File: config.mk
export PLATFORM = sky130hd
export DESIGN_NAME = dispense_volume_controller_flat
export DESIGN_NICKNAME = d
export VERILOG_FILES = /design/src/rtl/dvc_pkg.sv /design/src/rtl/dvc_if.sv /design/src/rtl/dvc_target.sv /design/src/rtl/dvc_core.sv /design/src/rtl/dispense_volume_controller.sv /design/src/flat_wrapper.sv
export SDC_FILE = /design/constraint.sdc
export NUM_CORES = 1
export LEC_CHECK = 0
export BUFFER_PORTS_ARGS = -buffer_cell sky130_fd_sc_hd__buf_2
export CORE_MARGIN = 1.5
export CORE_UTILIZATION = 55
export CTS_CLUSTER_DIAMETER = 40
export DETAILED_ROUTE_END_ITERATION = 10
export GPL_ROUTABILITY_DRIVEN = 1
export PLACE_DENSITY_LB_ADDON = 0.3
export SYNTH_ARGS = -nofsm -noshare
export SYNTH_HDL_FRONTEND = slang
export SYNTH_SLANG_ARGS = --single-unit
File: constraint.sdc
create_clock -name i_clk -period 8.2 [get_ports i_clk]
set_input_delay 0.41 -clock i_clk [delete_from_list [all_inputs] [get_ports i_clk]]
set_output_delay 0.41 -clock i_clk [all_outputs]
set_load 0.1 [all_outputs]
File: src/rtl/dvc_pkg.sv
// dvc_pkg: request, status and event codes of the dispense volume controller.
// No dependencies; imported by dvc_req_if and every module.
`timescale 1ns / 1ps

package dvc_pkg;

    // request kinds
    localparam logic [1:0] REQ_START = 2'd0;
    localparam logic [1:0] REQ_STOP  = 2'd1;
    localparam logic [1:0] REQ_PULSE = 2'd2;
    localparam logic [1:0] REQ_TICK  = 2'd3;

    // result status
    localparam logic [1:0] ST_OK         = 2'd0;
    localparam logic [1:0] ST_ACTIVE     = 2'd1;
    localparam logic [1:0] ST_PRESS_LOST = 2'd2;
    localparam logic [1:0] ST_SAMPLE_ERR = 2'd3;

    // result events
    localparam logic [1:0] EV_NONE       = 2'd0;
    localparam logic [1:0] EV_STOPPED    = 2'd1;
    localparam logic [1:0] EV_PRESS_LOST = 2'd2;

    // configuration register indexes
    localparam logic CFG_VALVE_THR   = 1'b0;
    localparam logic CFG_LOST_CUTOFF = 1'b1;

    localparam int unsigned PRESS_W      = 12;
    localparam int unsigned VALVE_MARGIN = 30;

endpackage

File: src/rtl/dvc_if.sv
// dvc_req_if / dvc_rsp_if: valid-ready channels for request and result words.
// Depends on dvc_pkg.
`timescale 1ns / 1ps

interface dvc_req_if
    import dvc_pkg::*;
();
    logic               valid;
    logic               ready;
    logic [1:0]         req_type;
    logic [2:0]         size_code;
    logic [6:0]         deciliters;
    logic [PRESS_W-1:0] pressure_sample;
    logic               sample_ok;

    modport source (output valid, req_type, size_code, deciliters, pressure_sample,
                    sample_ok, input ready);
    modport sink   (input valid, req_type, size_code, deciliters, pressure_sample,
                    sample_ok, output ready);
endinterface

interface dvc_rsp_if #(
    parameter int unsigned COUNT_WIDTH = 13
) ();
    logic                   valid;
    logic                   ready;
    logic [1:0]             status;
    logic [1:0]             event_code;
    logic                   pump_drive;
    logic                   valve_drive;
    logic                   run_active;
    logic [COUNT_WIDTH-1:0] pulses_counted;

    modport source (output valid, status, event_code, pump_drive, valve_drive, run_active,
                    pulses_counted, input ready);
    modport sink   (input valid, status, event_code, pump_drive, valve_drive, run_active,
                    pulses_counted, output ready);
endinterface

File: src/rtl/dvc_target.sv
// dvc_target: target pulse count of a run from the size code or deciliters.
// Combinational; depends on dvc_pkg.
`timescale 1ns / 1ps

module dvc_target
    import dvc_pkg::*;
#(
    parameter int unsigned PULSES_PER_DECILITER = 42,
    parameter int unsigned COUNT_WIDTH          = 13
) (
    input  logic [2:0]             i_size_code,
    input  logic [6:0]             i_deciliters,
    output logic [COUNT_WIDTH-1:0] o_target,
    output logic                   o_open_ended
);

    localparam logic [2:0] SIZE_OPEN = 3'd0;
    localparam logic [2:0] SIZE_Q250 = 3'd1;
    localparam logic [2:0] SIZE_Q330 = 3'd2;
    localparam logic [2:0] SIZE_Q500 = 3'd3;
    localparam logic [2:0] SIZE_Q750 = 3'd4;
    localparam logic [2:0] SIZE_L1   = 3'd5;

    localparam longint unsigned CMAX = (64'd1 << COUNT_WIDTH) - 64'd1;
    localparam longint unsigned STEP = PULSES_PER_DECILITER + 7;

    localparam int unsigned STEP_W = $clog2(PULSES_PER_DECILITER + 8);
    localparam int unsigned PROD_W = 7 + STEP_W;
    localparam int unsigned WW     = ((PROD_W > COUNT_WIDTH) ? PROD_W : COUNT_WIDTH) + 1;

    // Q(d) = d*(P+7) - 7 for d >= 1, saturated to the count range
    function automatic logic [COUNT_WIDTH-1:0] preset(input longint unsigned d,
                                                      input longint unsigned extra);
        longint unsigned v;
        begin
            v = d * STEP - 64'd7 + extra;
            preset = (v > CMAX) ? COUNT_WIDTH'(CMAX) : COUNT_WIDTH'(v);
        end
    endfunction

    localparam logic [COUNT_WIDTH-1:0] T_Q250 = preset(2, PULSES_PER_DECILITER / 2);
    localparam logic [COUNT_WIDTH-1:0] T_Q330 = preset(3, PULSES_PER_DECILITER / 3);
    localparam logic [COUNT_WIDTH-1:0] T_Q500 = preset(5, 0);
    localparam logic [COUNT_WIDTH-1:0] T_Q750 = preset(7, PULSES_PER_DECILITER / 2);
    localparam logic [COUNT_WIDTH-1:0] T_L1   = preset(10, 0);

    localparam logic [STEP_W-1:0] STEP_V  = STEP_W'(STEP);
    localparam logic [WW-1:0]     CMAX_W  = WW'(CMAX);
    localparam logic [WW-1:0]     SEVEN_W = WW'(7);

    logic [PROD_W-1:0] prod;
    logic [WW-1:0]     prod_w;
    logic [WW-1:0]     q_dl;
    logic [COUNT_WIDTH-1:0] t_dl;

    assign prod   = PROD_W'(i_deciliters) * PROD_W'(STEP_V);
    assign prod_w = WW'(prod);
    // zero deciliters clamps to a zero target
    assign q_dl   = (prod_w >= SEVEN_W) ? (prod_w - SEVEN_W) : '0;
    assign t_dl   = (q_dl > CMAX_W) ? COUNT_WIDTH'(CMAX) : q_dl[COUNT_WIDTH-1:0];

    always_comb begin
        o_open_ended = 1'b0;
        unique case (i_size_code)
            SIZE_OPEN: begin
                o_open_ended = 1'b1;
                o_target     = '0;
            end
            SIZE_Q250: o_target = T_Q250;
            SIZE_Q330: o_target = T_Q330;
            SIZE_Q500: o_target = T_Q500;
            SIZE_Q750: o_target = T_Q750;
            SIZE_L1:   o_target = T_L1;
            default:   o_target = t_dl;   // deciliter code and the unused code
        endcase
    end

endmodule

File: src/rtl/dvc_core.sv
// dvc_core: run state (active, pump, valve, counts) and its per-word update.
// Depends on dvc_pkg; target comes from dvc_target.
`timescale 1ns / 1ps

module dvc_core
    import dvc_pkg::*;
#(
    parameter int unsigned COUNT_WIDTH = 13
) (
    input  logic                   i_clk,
    input  logic                   i_rst_n,
    input  logic                   i_fire,
    input  logic [1:0]             i_req_type,
    input  logic [PRESS_W-1:0]     i_pressure_sample,
    input  logic                   i_sample_ok,
    input  logic [COUNT_WIDTH-1:0] i_target,
    input  logic                   i_open_ended,
    input  logic [PRESS_W-1:0]     i_valve_thr,
    input  logic [PRESS_W-1:0]     i_lost_cutoff,
    output logic [1:0]             o_status,
    output logic [1:0]             o_event_code,
    output logic                   o_pump,
    output logic                   o_valve,
    output logic                   o_active,
    output logic [COUNT_WIDTH-1:0] o_count
);

    logic                   r_active, n_active;
    logic                   r_pump, n_pump;
    logic                   r_valve, n_valve;
    logic                   r_open, n_open;
    logic [COUNT_WIDTH-1:0] r_count, n_count;
    logic [COUNT_WIDTH-1:0] r_target, n_target;
    logic [COUNT_WIDTH-1:0] count_inc;
    logic [PRESS_W:0]       open_level;

    assign count_inc  = (r_count != '1) ? r_count + 1'b1 : r_count;
    assign open_level = {1'b0, i_valve_thr} + (PRESS_W + 1)'(VALVE_MARGIN);

    always_comb begin
        n_active     = r_active;
        n_pump       = r_pump;
        n_valve      = r_valve;
        n_open       = r_open;
        n_count      = r_count;
        n_target     = r_target;
        o_status     = ST_OK;
        o_event_code = EV_NONE;
        unique case (i_req_type)
            REQ_START: begin
                if (r_active) begin
                    o_status = ST_ACTIVE;
                end else begin
                    n_active = 1'b1;
                    n_pump   = 1'b1;
                    n_count  = '0;
                    n_open   = i_open_ended;
                    n_target = i_target;
                end
            end
            REQ_STOP: begin
                n_active     = 1'b0;
                n_pump       = 1'b0;
                n_valve      = 1'b0;
                o_event_code = EV_STOPPED;
            end
            REQ_PULSE: begin
                if (r_active) begin
                    n_count = count_inc;
                    if (!r_open && count_inc >= r_target) begin
                        n_active     = 1'b0;
                        n_pump       = 1'b0;
                        n_valve      = 1'b0;
                        o_event_code = EV_STOPPED;
                    end
                end
            end
            REQ_TICK: begin
                if (r_active) begin
                    if (!i_sample_ok) begin
                        o_status = ST_SAMPLE_ERR;
                    end else if ({1'b0, i_pressure_sample} > open_level) begin
                        n_valve = 1'b1;
                    end else if (r_valve && i_pressure_sample < i_lost_cutoff) begin
                        n_active     = 1'b0;
                        n_pump       = 1'b0;
                        n_valve      = 1'b0;
                        o_status     = ST_PRESS_LOST;
                        o_event_code = EV_PRESS_LOST;
                    end
                end
            end
            default: ;
        endcase
    end

    always_ff @(posedge i_clk) begin
        if (!i_rst_n) begin
            r_active <= 1'b0;
            r_pump   <= 1'b0;
            r_valve  <= 1'b0;
            r_open   <= 1'b0;
            r_count  <= '0;
            r_target <= '0;
        end else if (i_fire) begin
            r_active <= n_active;
            r_pump   <= n_pump;
            r_valve  <= n_valve;
            r_open   <= n_open;
            r_count  <= n_count;
            r_target <= n_target;
        end
    end

    assign o_pump   = n_pump;
    assign o_valve  = n_valve;
    assign o_active = n_active;
    assign o_count  = n_count;

endmodule

File: src/rtl/dispense_volume_controller.sv
// dispense_volume_controller: top level, request and result registers, config registers.
// Depends on dvc_pkg, dvc_if, dvc_target, dvc_core.
//
//  channel  | dir | handshake       | payload
//  ---------+-----+-----------------+--------------------------------------------------
//  i_req    | in  | valid / ready   | req_type, size_code, deciliters, pressure, ok
//  o_rsp    | out | valid / ready   | status, event_code, pump, valve, active, pulses
//  i_cfg_*  | in  | write enable    | idx 0 valve threshold, idx 1 pressure cutoff
//
// One word per cycle sustained while o_rsp.ready stays high; an accepted word loads the
// request register and then, once the result register can advance, the result register,
// which raises o_rsp.valid. The state update sits between the two registers.
// Reset (synchronous, active low) clears run state, config registers and valid flags.
// A stalled result holds the result register; the request register still takes one
// more word, after which i_req.ready follows o_rsp.ready.
`timescale 1ns / 1ps

module dispense_volume_controller
    import dvc_pkg::*;
#(
    parameter int unsigned PULSES_PER_DECILITER = 42,
    parameter int unsigned COUNT_WIDTH          = 13
) (
    input  logic               i_clk,
    input  logic               i_rst_n,
    input  logic               i_cfg_we,
    input  logic               i_cfg_idx,
    input  logic [PRESS_W-1:0] i_cfg_data,
    dvc_req_if.sink            i_req,
    dvc_rsp_if.source          o_rsp
);

    logic [PRESS_W-1:0] r_valve_thr;
    logic [PRESS_W-1:0] r_lost_cutoff;

    logic               r_in_valid;
    logic [1:0]         r_req_type;
    logic [2:0]         r_size_code;
    logic [6:0]         r_deciliters;
    logic [PRESS_W-1:0] r_pressure;
    logic               r_sample_ok;

    logic                   r_out_valid;
    logic [1:0]             r_status;
    logic [1:0]             r_event_code;
    logic                   r_pump;
    logic                   r_valve;
    logic                   r_active;
    logic [COUNT_WIDTH-1:0] r_count;

    logic                   advance;
    logic                   fire;
    logic                   in_ready;
    logic [COUNT_WIDTH-1:0] target;
    logic                   open_ended;
    logic [1:0]             n_status;
    logic [1:0]             n_event_code;
    logic                   n_pump;
    logic                   n_valve;
    logic                   n_active;
    logic [COUNT_WIDTH-1:0] n_count;

    assign advance     = !r_out_valid || o_rsp.ready;
    assign fire        = r_in_valid && advance;
    assign in_ready    = !r_in_valid || advance;
    assign i_req.ready = in_ready;

    always_ff @(posedge i_clk) begin
        if (!i_rst_n) begin
            r_valve_thr   <= '0;
            r_lost_cutoff <= '0;
        end else if (i_cfg_we) begin
            unique case (i_cfg_idx)
                CFG_VALVE_THR:   r_valve_thr   <= i_cfg_data;
                CFG_LOST_CUTOFF: r_lost_cutoff <= i_cfg_data;
                default: ;
            endcase
        end
    end

    always_ff @(posedge i_clk) begin
        if (!i_rst_n) begin
            r_in_valid <= 1'b0;
        end else if (in_ready) begin
            r_in_valid <= i_req.valid;
        end
        if (in_ready && i_req.valid) begin
            r_req_type   <= i_req.req_type;
            r_size_code  <= i_req.size_code;
            r_deciliters <= i_req.deciliters;
            r_pressure   <= i_req.pressure_sample;
            r_sample_ok  <= i_req.sample_ok;
        end
    end

    dvc_target #(
        .PULSES_PER_DECILITER (PULSES_PER_DECILITER),
        .COUNT_WIDTH          (COUNT_WIDTH)
    ) u_target (
        .i_size_code  (r_size_code),
        .i_deciliters (r_deciliters),
        .o_target     (target),
        .o_open_ended (open_ended)
    );

    dvc_core #(
        .COUNT_WIDTH (COUNT_WIDTH)
    ) u_core (
        .i_clk             (i_clk),
        .i_rst_n           (i_rst_n),
        .i_fire            (fire),
        .i_req_type        (r_req_type),
        .i_pressure_sample (r_pressure),
        .i_sample_ok       (r_sample_ok),
        .i_target          (target),
        .i_open_ended      (open_ended),
        .i_valve_thr       (r_valve_thr),
        .i_lost_cutoff     (r_lost_cutoff),
        .o_status          (n_status),
        .o_event_code      (n_event_code),
        .o_pump            (n_pump),
        .o_valve           (n_valve),
        .o_active          (n_active),
        .o_count           (n_count)
    );

    always_ff @(posedge i_clk) begin
        if (!i_rst_n) begin
            r_out_valid <= 1'b0;
        end else if (advance) begin
            r_out_valid <= r_in_valid;
        end
        if (fire) begin
            r_status     <= n_status;
            r_event_code <= n_event_code;
            r_pump       <= n_pump;
            r_valve      <= n_valve;
            r_active     <= n_active;
            r_count      <= n_count;
        end
    end

    assign o_rsp.valid          = r_out_valid;
    assign o_rsp.status         = r_status;
    assign o_rsp.event_code     = r_event_code;
    assign o_rsp.pump_drive     = r_pump;
    assign o_rsp.valve_drive    = r_valve;
    assign o_rsp.run_active     = r_active;
    assign o_rsp.pulses_counted = r_count;

    // pump and valve are only driven during a run
    a_drive_needs_run: assert property (@(posedge i_clk) disable iff (!i_rst_n)
        r_out_valid && !r_active |-> !r_pump && !r_valve)
        else $error("pump or valve driven outside a run");

    // every stop event leaves the run inactive
    a_event_ends_run: assert property (@(posedge i_clk) disable iff (!i_rst_n)
        r_out_valid && r_event_code != EV_NONE |-> !r_active)
        else $error("stop event reported with run still active");

    // a refused start only happens while a run is in progress
    a_refused_start: assert property (@(posedge i_clk) disable iff (!i_rst_n)
        r_out_valid && r_status == ST_ACTIVE |-> r_active && r_event_code == EV_NONE)
        else $error("already-active status without an active run");

    // a result is produced exactly when the request stage advances
    a_result_follows: assert property (@(posedge i_clk) disable iff (!i_rst_n)
        fire |=> r_out_valid)
        else $error("processed word produced no result");

endmodule
File: src/flat_wrapper.sv
// flat-port wrapper written by rule: the top's interface ports become plain ports
module dispense_volume_controller_flat import dvc_pkg::*;
#(
    parameter int unsigned PULSES_PER_DECILITER = 42,
    parameter int unsigned COUNT_WIDTH          = 13
)
  (i_clk, i_rst_n, i_cfg_we, i_cfg_idx, i_cfg_data, i_req_valid, i_req_req_type, i_req_size_code, i_req_deciliters, i_req_pressure_sample, i_req_sample_ok, i_req_ready, o_rsp_valid, o_rsp_status, o_rsp_event_code, o_rsp_pump_drive, o_rsp_valve_drive, o_rsp_run_active, o_rsp_pulses_counted, o_rsp_ready);
  dvc_req_if i_req_i ();
  dvc_rsp_if #(.COUNT_WIDTH(COUNT_WIDTH)) o_rsp_i ();
  input  logic i_clk;
  input  logic i_rst_n;
  input  logic i_cfg_we;
  input  logic i_cfg_idx;
  input  logic [PRESS_W-1:0] i_cfg_data;
  input wire logic [$bits(i_req_i.valid)-1:0] i_req_valid;
  input wire logic [$bits(i_req_i.req_type)-1:0] i_req_req_type;
  input wire logic [$bits(i_req_i.size_code)-1:0] i_req_size_code;
  input wire logic [$bits(i_req_i.deciliters)-1:0] i_req_deciliters;
  input wire logic [$bits(i_req_i.pressure_sample)-1:0] i_req_pressure_sample;
  input wire logic [$bits(i_req_i.sample_ok)-1:0] i_req_sample_ok;
  output wire logic [$bits(i_req_i.ready)-1:0] i_req_ready;
  output wire logic [$bits(o_rsp_i.valid)-1:0] o_rsp_valid;
  output wire logic [$bits(o_rsp_i.status)-1:0] o_rsp_status;
  output wire logic [$bits(o_rsp_i.event_code)-1:0] o_rsp_event_code;
  output wire logic [$bits(o_rsp_i.pump_drive)-1:0] o_rsp_pump_drive;
  output wire logic [$bits(o_rsp_i.valve_drive)-1:0] o_rsp_valve_drive;
  output wire logic [$bits(o_rsp_i.run_active)-1:0] o_rsp_run_active;
  output wire logic [$bits(o_rsp_i.pulses_counted)-1:0] o_rsp_pulses_counted;
  input wire logic [$bits(o_rsp_i.ready)-1:0] o_rsp_ready;
  assign i_req_i.valid = i_req_valid;
  assign i_req_i.req_type = i_req_req_type;
  assign i_req_i.size_code = i_req_size_code;
  assign i_req_i.deciliters = i_req_deciliters;
  assign i_req_i.pressure_sample = i_req_pressure_sample;
  assign i_req_i.sample_ok = i_req_sample_ok;
  assign i_req_ready = i_req_i.ready;
  assign o_rsp_valid = o_rsp_i.valid;
  assign o_rsp_status = o_rsp_i.status;
  assign o_rsp_event_code = o_rsp_i.event_code;
  assign o_rsp_pump_drive = o_rsp_i.pump_drive;
  assign o_rsp_valve_drive = o_rsp_i.valve_drive;
  assign o_rsp_run_active = o_rsp_i.run_active;
  assign o_rsp_pulses_counted = o_rsp_i.pulses_counted;
  assign o_rsp_i.ready = o_rsp_ready;
  dispense_volume_controller #(.PULSES_PER_DECILITER(PULSES_PER_DECILITER), .COUNT_WIDTH(COUNT_WIDTH)) u_core (.i_clk(i_clk), .i_rst_n(i_rst_n), .i_cfg_we(i_cfg_we), .i_cfg_idx(i_cfg_idx), .i_cfg_data(i_cfg_data), .i_req(i_req_i), .o_rsp(o_rsp_i));
endmodule
; ---- Word level (Yosys, flattened, before mapping)
; Index checks and enable logic that the tools add are counted.
; W data, S select, Z words.
[word_totals]
elab_cells = 96
reg_bits = 101
input_bits = 43
[classes]
n_eq_ne = 9
order_cmp = 5
n_mul = 1
reduce_logical = 14
mux = 41
bitwise_logic = 2
add_sub_neg = 3
[ops]
columns = cell, n
row1 = $pmux W13 S6, 1
row2 = $mux W13, 4
row3 = $pmux W13 S2, 1
row4 = $mux W1, 23
row5 = $gt A14 B13 Y1 const B, 1
row6 = $mux W14, 1
row7 = $sub A13 B3 Y14 const B, 1
row8 = $add A12 B5 Y13 const B, 1
row9 = $add A13 B1 Y13 const B, 1
row10 = $ge A13 B13 Y1, 1
row11 = $ge A13 B3 Y1 const B, 1
row12 = $gt A12 B13 Y1, 1
row13 = $mul A7 B6 Y13 const B, 1
row14 = $ne A13 B13 Y1 const B, 1
row15 = $lt A12 B12 Y1, 1
row16 = $mux W2, 6
row17 = $pmux W1 S4, 2
row18 = $eq A3 B2 Y1 const B, 2
row19 = $eq A3 B3 Y1 const B, 2
row20 = $pmux W2 S3, 1
row21 = $eq A2 B2 Y1 const B, 2
row22 = $logic_and A1 B1 Y1, 4
row23 = $pmux W2 S2, 1
row24 = $reduce_and A2 Y1, 2
row25 = other kinds (9), 13

; ---- Logic depth before layout (Yosys ltp)
[logic_depth]
depth_word = 7
mapped_depth = 14
mapped_depth_nobuf = 13

; ---- Modules after synthesis
; A second synthesis with hierarchy kept.
[unflattened]
cells_unflattened = 693
area_unflattened_um2 = 6642.6
[modules_own_cells]
columns = mod, seq_area_each_um2, cells_per_inst, area_per_inst_um2, n_inst
row1 = dvc_core, 600.6, 417, 3170.5, 1
row2 = dispense_volume_controller, 1871.8, 147, 2356.0, 1
row3 = dvc_target, 0.0, 129, 1116.1, 1

; ---- Worst setup path after synthesis
; Ideal clock, no wire load.
[synth_path]
path_kind = register to register
from = register u_core.r_deciliters[2]
to = register u_core.u_core.r_target[11]
period_less_slack_ns = 3.703
path_stages_with_launch = 13
t_arrival_ns = 3.587
setup_slack_ns = 4.497
setup_time_ns = 0.116
path_cell_list = edfxtp_1 ha_1 xor2_1 ha_1 ha_1 ha_1 fa_1 a211oi_1 o21ba_2 o221ai_2 o311a_1 buf_4 a41o_1
[synth_between]
elab_chain_len = 6
elab_cells_between_ends = 7
classes_between = 1 x add/sub / 1 x mul / 2 x order compare / 3 x mux
[synth_lines]
columns = element, line
row1 = "start, declared", dispense_volume_controller.sv:39  ; logic [6:0] r_deciliters;
row2 = "start signal, assigned", dispense_volume_controller.sv:90  ; r_deciliters <= i_req.deciliters;
row3 = $mul A7 B6 Y13 *, dvc_target.sv:56  ; assign prod = PROD_W'(i_deciliters) * PROD_W'(STEP_V);
row4 = $sub A13 B3 Y14 / $ge A13 B3 Y1 (equally long branches), dvc_target.sv:59  ; assign q_dl = (prod_w >= SEVEN_W) ? (prod_w - SEVEN_W) : '0;
row5 = $mux W14 *, dvc_target.sv:59
row6 = $gt A14 B13 Y1, dvc_target.sv:60  ; assign t_dl = (q_dl > CMAX_W) ? COUNT_WIDTH'(CMAX) : q_dl[COUNT_WIDTH-1:0];
row7 = $mux W13 *, dvc_target.sv:60
row8 = $pmux W13 S6 *, dvc_target.sv:64  ; unique case (i_size_code)
row9 = "end signal, assigned", dvc_core.sv:111  ; r_target <= n_target;
row10 = "end, declared", dvc_core.sv:33  ; logic [COUNT_WIDTH-1:0] r_target, n_target;
; Every way passes the cells marked *; elsewhere a longest branch is shown, timed or not.
; A chain may end at the register's enable or synchronous reset.

; ---- Worst setup path after layout
[layout_path]
from = register u_core.r_deciliters[2]
to = register u_core.u_core.r_target[4]
; Same word-level chain as after synthesis.

==> reports/qor.csv <==
stage,metric,value,unit
clock_network,CTS buffer count,9,
critical_path,Crit Path Class,flop to flop,
synthesis,top cell type by total area after synthesis,edfxtp_1,
timing,endpoints failing hold,0,
timing,fin crit share,50.6,%
place,gp weighted congestion,0.890,
clock_network,Sink Count,101,
routing,overall routed net length,13800,µm
routing,DR WL/cell,15.8,µm
floorplanning,total die area,0.0121,mm²
clock_network,Max Root-Sink Buffers,2,
floorplanning,row count,38,
routing,DR iter-0 viols,345,
critical_path,FF-to-FF End,u_core.u_core.r_target[4],
clock_network,cts hold-fix bufs,0,
grt,first-pass GRT wire length,22700,µm
critical_path,"most used cell, CP",ha_1,
clock_network,post-cts resize count,0,
critical_path,crit start category,flop,
synthesis,Post-synth EDFFs,45,
worst_hold_path,hold endpoint,u_core.r_pressure[8],
floorplanning,Die Wd,110,µm
critical_path,Critical Path RT,8470,ps
final_layout,area delta synth->final,11.2,%
synthesis,"count leader, synth",a21oi_1,
final_layout,Layout Nets,840,
place,post-DP HPWL,10200,µm
critical_path,CP peak stage delay,460,ps
worst_hold_path,hold path startpoint,i_req_pressure_sample[8],
routing,Via density,5.92,
synthesis,syn_area_per_cell,9.13,µm²
synthesis,Syn Nets,802,
worst_hold_path,hold path depth,1,
grt,global-route usage over all layers,24.5,%
clock_network,Clock Tree Root,clkbuf_16,
routing,DR pass1 iterations,5,
clock_network,Post-CTS Setup Inserts,0,
routing,DRC violations left,0,
synthesis,Yosys reg bits,101,
critical_path,critical path endpoint category,flop,
synthesis,synthesized instance count,689,
critical_path,CP max stage cell,edfxtp_1,
critical_path,R2R Setup Slk,4050,ps
floorplanning,Die Y,110,µm
synthesis,top area cells in the synthesized netlist,"edfxtp_1, dfxtp_1, ha_1, a21oi_1, nand2_1",
critical_path,critical-path cell list,ha_1 > xor2_1 > ha_1 > ha_1 > ha_1 > fa_1 > a211oi_1 > nor2_1 > o221ai_2 > o311a_1 > o21ai_1 > a221oi_2,
critical_path,WP data arrival,4420,ps
critical_path,crit-path max FO,11,
floorplanning,Top Ports,65,
routing,remaining antenna violation count,0,
floorplanning,core area,0.0110,mm²
synthesis,register area share after synthesis,39.3,%
synthesis,asr flop ratio synth,0,%
grt,largest net degree at the start of global routing,32,
power_and_ir_drop,Leak,0.00278,µW
routing,via count,5159,
timing,Tightest Pin Transition,1390,ps
critical_path,crit path buf inv count,0,
timing,RSZ-0062 raised after global routing,false,
synthesis,list of most frequent post-synthesis cells,"a21oi_1, nand2_1, ha_1, dfxtp_1, edfxtp_1",
final_layout,n_diodes,0,
synthesis,Yosys top cell area share,21.5,%
synthesis,Syn. warnings,0,
synthesis,Synth cell types,70,
final_layout,Final Instance Area,0.00700,mm²
clock_network,Clock Pin Slew Worst Setup and Hold Paths,70,ps
timing,max_slew headroom,6.46,%
critical_path,Worst Reg2Reg Path Length in Cells,12,
critical_path,Top Family by Delay on Critical Path,compound AO/OA/AOI/OAI gates,
synthesis,cell area after synthesis,0.00629,mm²
timing,Max Clock Skew,7.26,ps
synthesis,"Primary FF master, synth",dfxtp_1,
grt,grt total ovfl,0,
timing,Fmax,241,MHz
critical_path,RR Startpoint,u_core.r_deciliters[2],
place,DP Area,0.00665,mm²
clock_network,insertion delay to the later sink of the worst-skew pair,360,ps
final_layout,share of post-route cells with drive strength above 1,13.5,%
clock_network,Clock H-tree levels,3,
timing,sum of negative setup slack,0,ps
clock_network,TritonCTS clock tree,built,
power_and_ir_drop,Pwr Density,186,mW/mm²
grt,vias in the first global route,4854,
grt,antenna violations before repair,0,
worst_hold_path,Hold/Removal Path Class,primary input to flop,
power_and_ir_drop,Max IR drop VDD,0.205,mV
flow_run,Max-cap violations,0,
floorplanning,Starting Density,57.3,%
timing,max-slew violation count,0,
timing,Final setup viols,0,
outcome,status,finished clean,
timing,worst hold margin,221,ps
place,port buffer count,64,
timing,post-layout min period,4150,ps
## area by class of cell
class                      count  area (µm²)
fill                         920        3980
multi-input combinational    507        3500
sequential                   101        2470
timing repair buffer          67         343
clock buffer                  15         322
tap                          140         175
inverter                      41         154
clock inverter                 1        30.0
## routing by layer
metal	GRT usage, %	vias to the layer above	share of wire [%]
met4	10.9	0	2.2
met2	39.8	168	48
met1	30.8	2375	44
li1	-	2586	-
met3	6.05	30	6.0
met5	0	-	0
## flip-flops by register name, summed over array words and instances (netlist names), 3 cells and up
| register | count |
|---|---|
| u_core.r_pressure | 12 |
| u_core.o_rsp.pulses_counted | 13 |
| u_core.r_size_code | 3 |
| u_core.u_core.r_target | 13 |
| u_core.u_core.r_count | 13 |
| u_core.r_valve_thr | 12 |
| u_core.r_deciliters | 7 |
| u_core.r_lost_cutoff | 12 |
## cell usage in the layout (no fill, tap or decap), types with 10 or more instances in the layout
cell type and count:
a21oi_1 87, nand2_1 85, ha_1 69, buf_2 64, dfxtp_1 56, edfxtp_1 45
inv_1 41, nor2_1 32, xor2_1 21, nand3_1 18, nor3_1 13, nor2b_1 13
o21ai_0 13, xnor2_1 12, clkbuf_16 11, a211oi_1 10
## stage by stage
step,setup slack (ps),power [µW],utilization [%],cells
floorplan,4500,765,-,689
global placement,4250,815,60.5,856
detailed placement,4120,824,60.5,856
CTS,4050,1310,63.7,872
global route,3770,1360,63.7,872
finish,4050,1310,63.7,872
## worst max-delay path by stage
stage	startpoint	end	slack, ps	depth (start not counted)
after floorplan	u_core.r_deciliters[2]	u_core.u_core.r_target[11]	4500	12
after global placement	u_core.r_deciliters[2]	u_core.u_core.r_target[6]	4250	12
after detailed placement	u_core.r_deciliters[2]	u_core.u_core.r_target[6]	4120	12
after CTS	u_core.r_deciliters[2]	u_core.u_core.r_target[4]	4050	12
after global routing	u_core.r_deciliters[2]	u_core.u_core.r_target[6]	3770	12
final	u_core.r_deciliters[2]	u_core.u_core.r_target[4]	4050	12
## where the power goes
| part | internal, µW | leakage, µW | switching [µW] |
|---|---|---|---|
| sequential | 547 | 0.000882 | 16.5 |
| combinational | 88.0 | 0.00172 | 165 |
| clock | 300 | 0.000175 | 189 |
## logic make-up after synthesis
logic type / Yosys count / share of synthesized area, %
and+or+nand+nor: 221 / 17.8
xor gates and xnor gates: 33 / 4.59
DFF: 101 / 39.3
AOI/OAI and AO/OA: 180 / 18.8
buffers and inverters: 81 / 5.03
muxes: 3 / 0.497
adders and majority gates: 70 / 14.0
No activity file was read; power rests on OpenSTA's default activity.
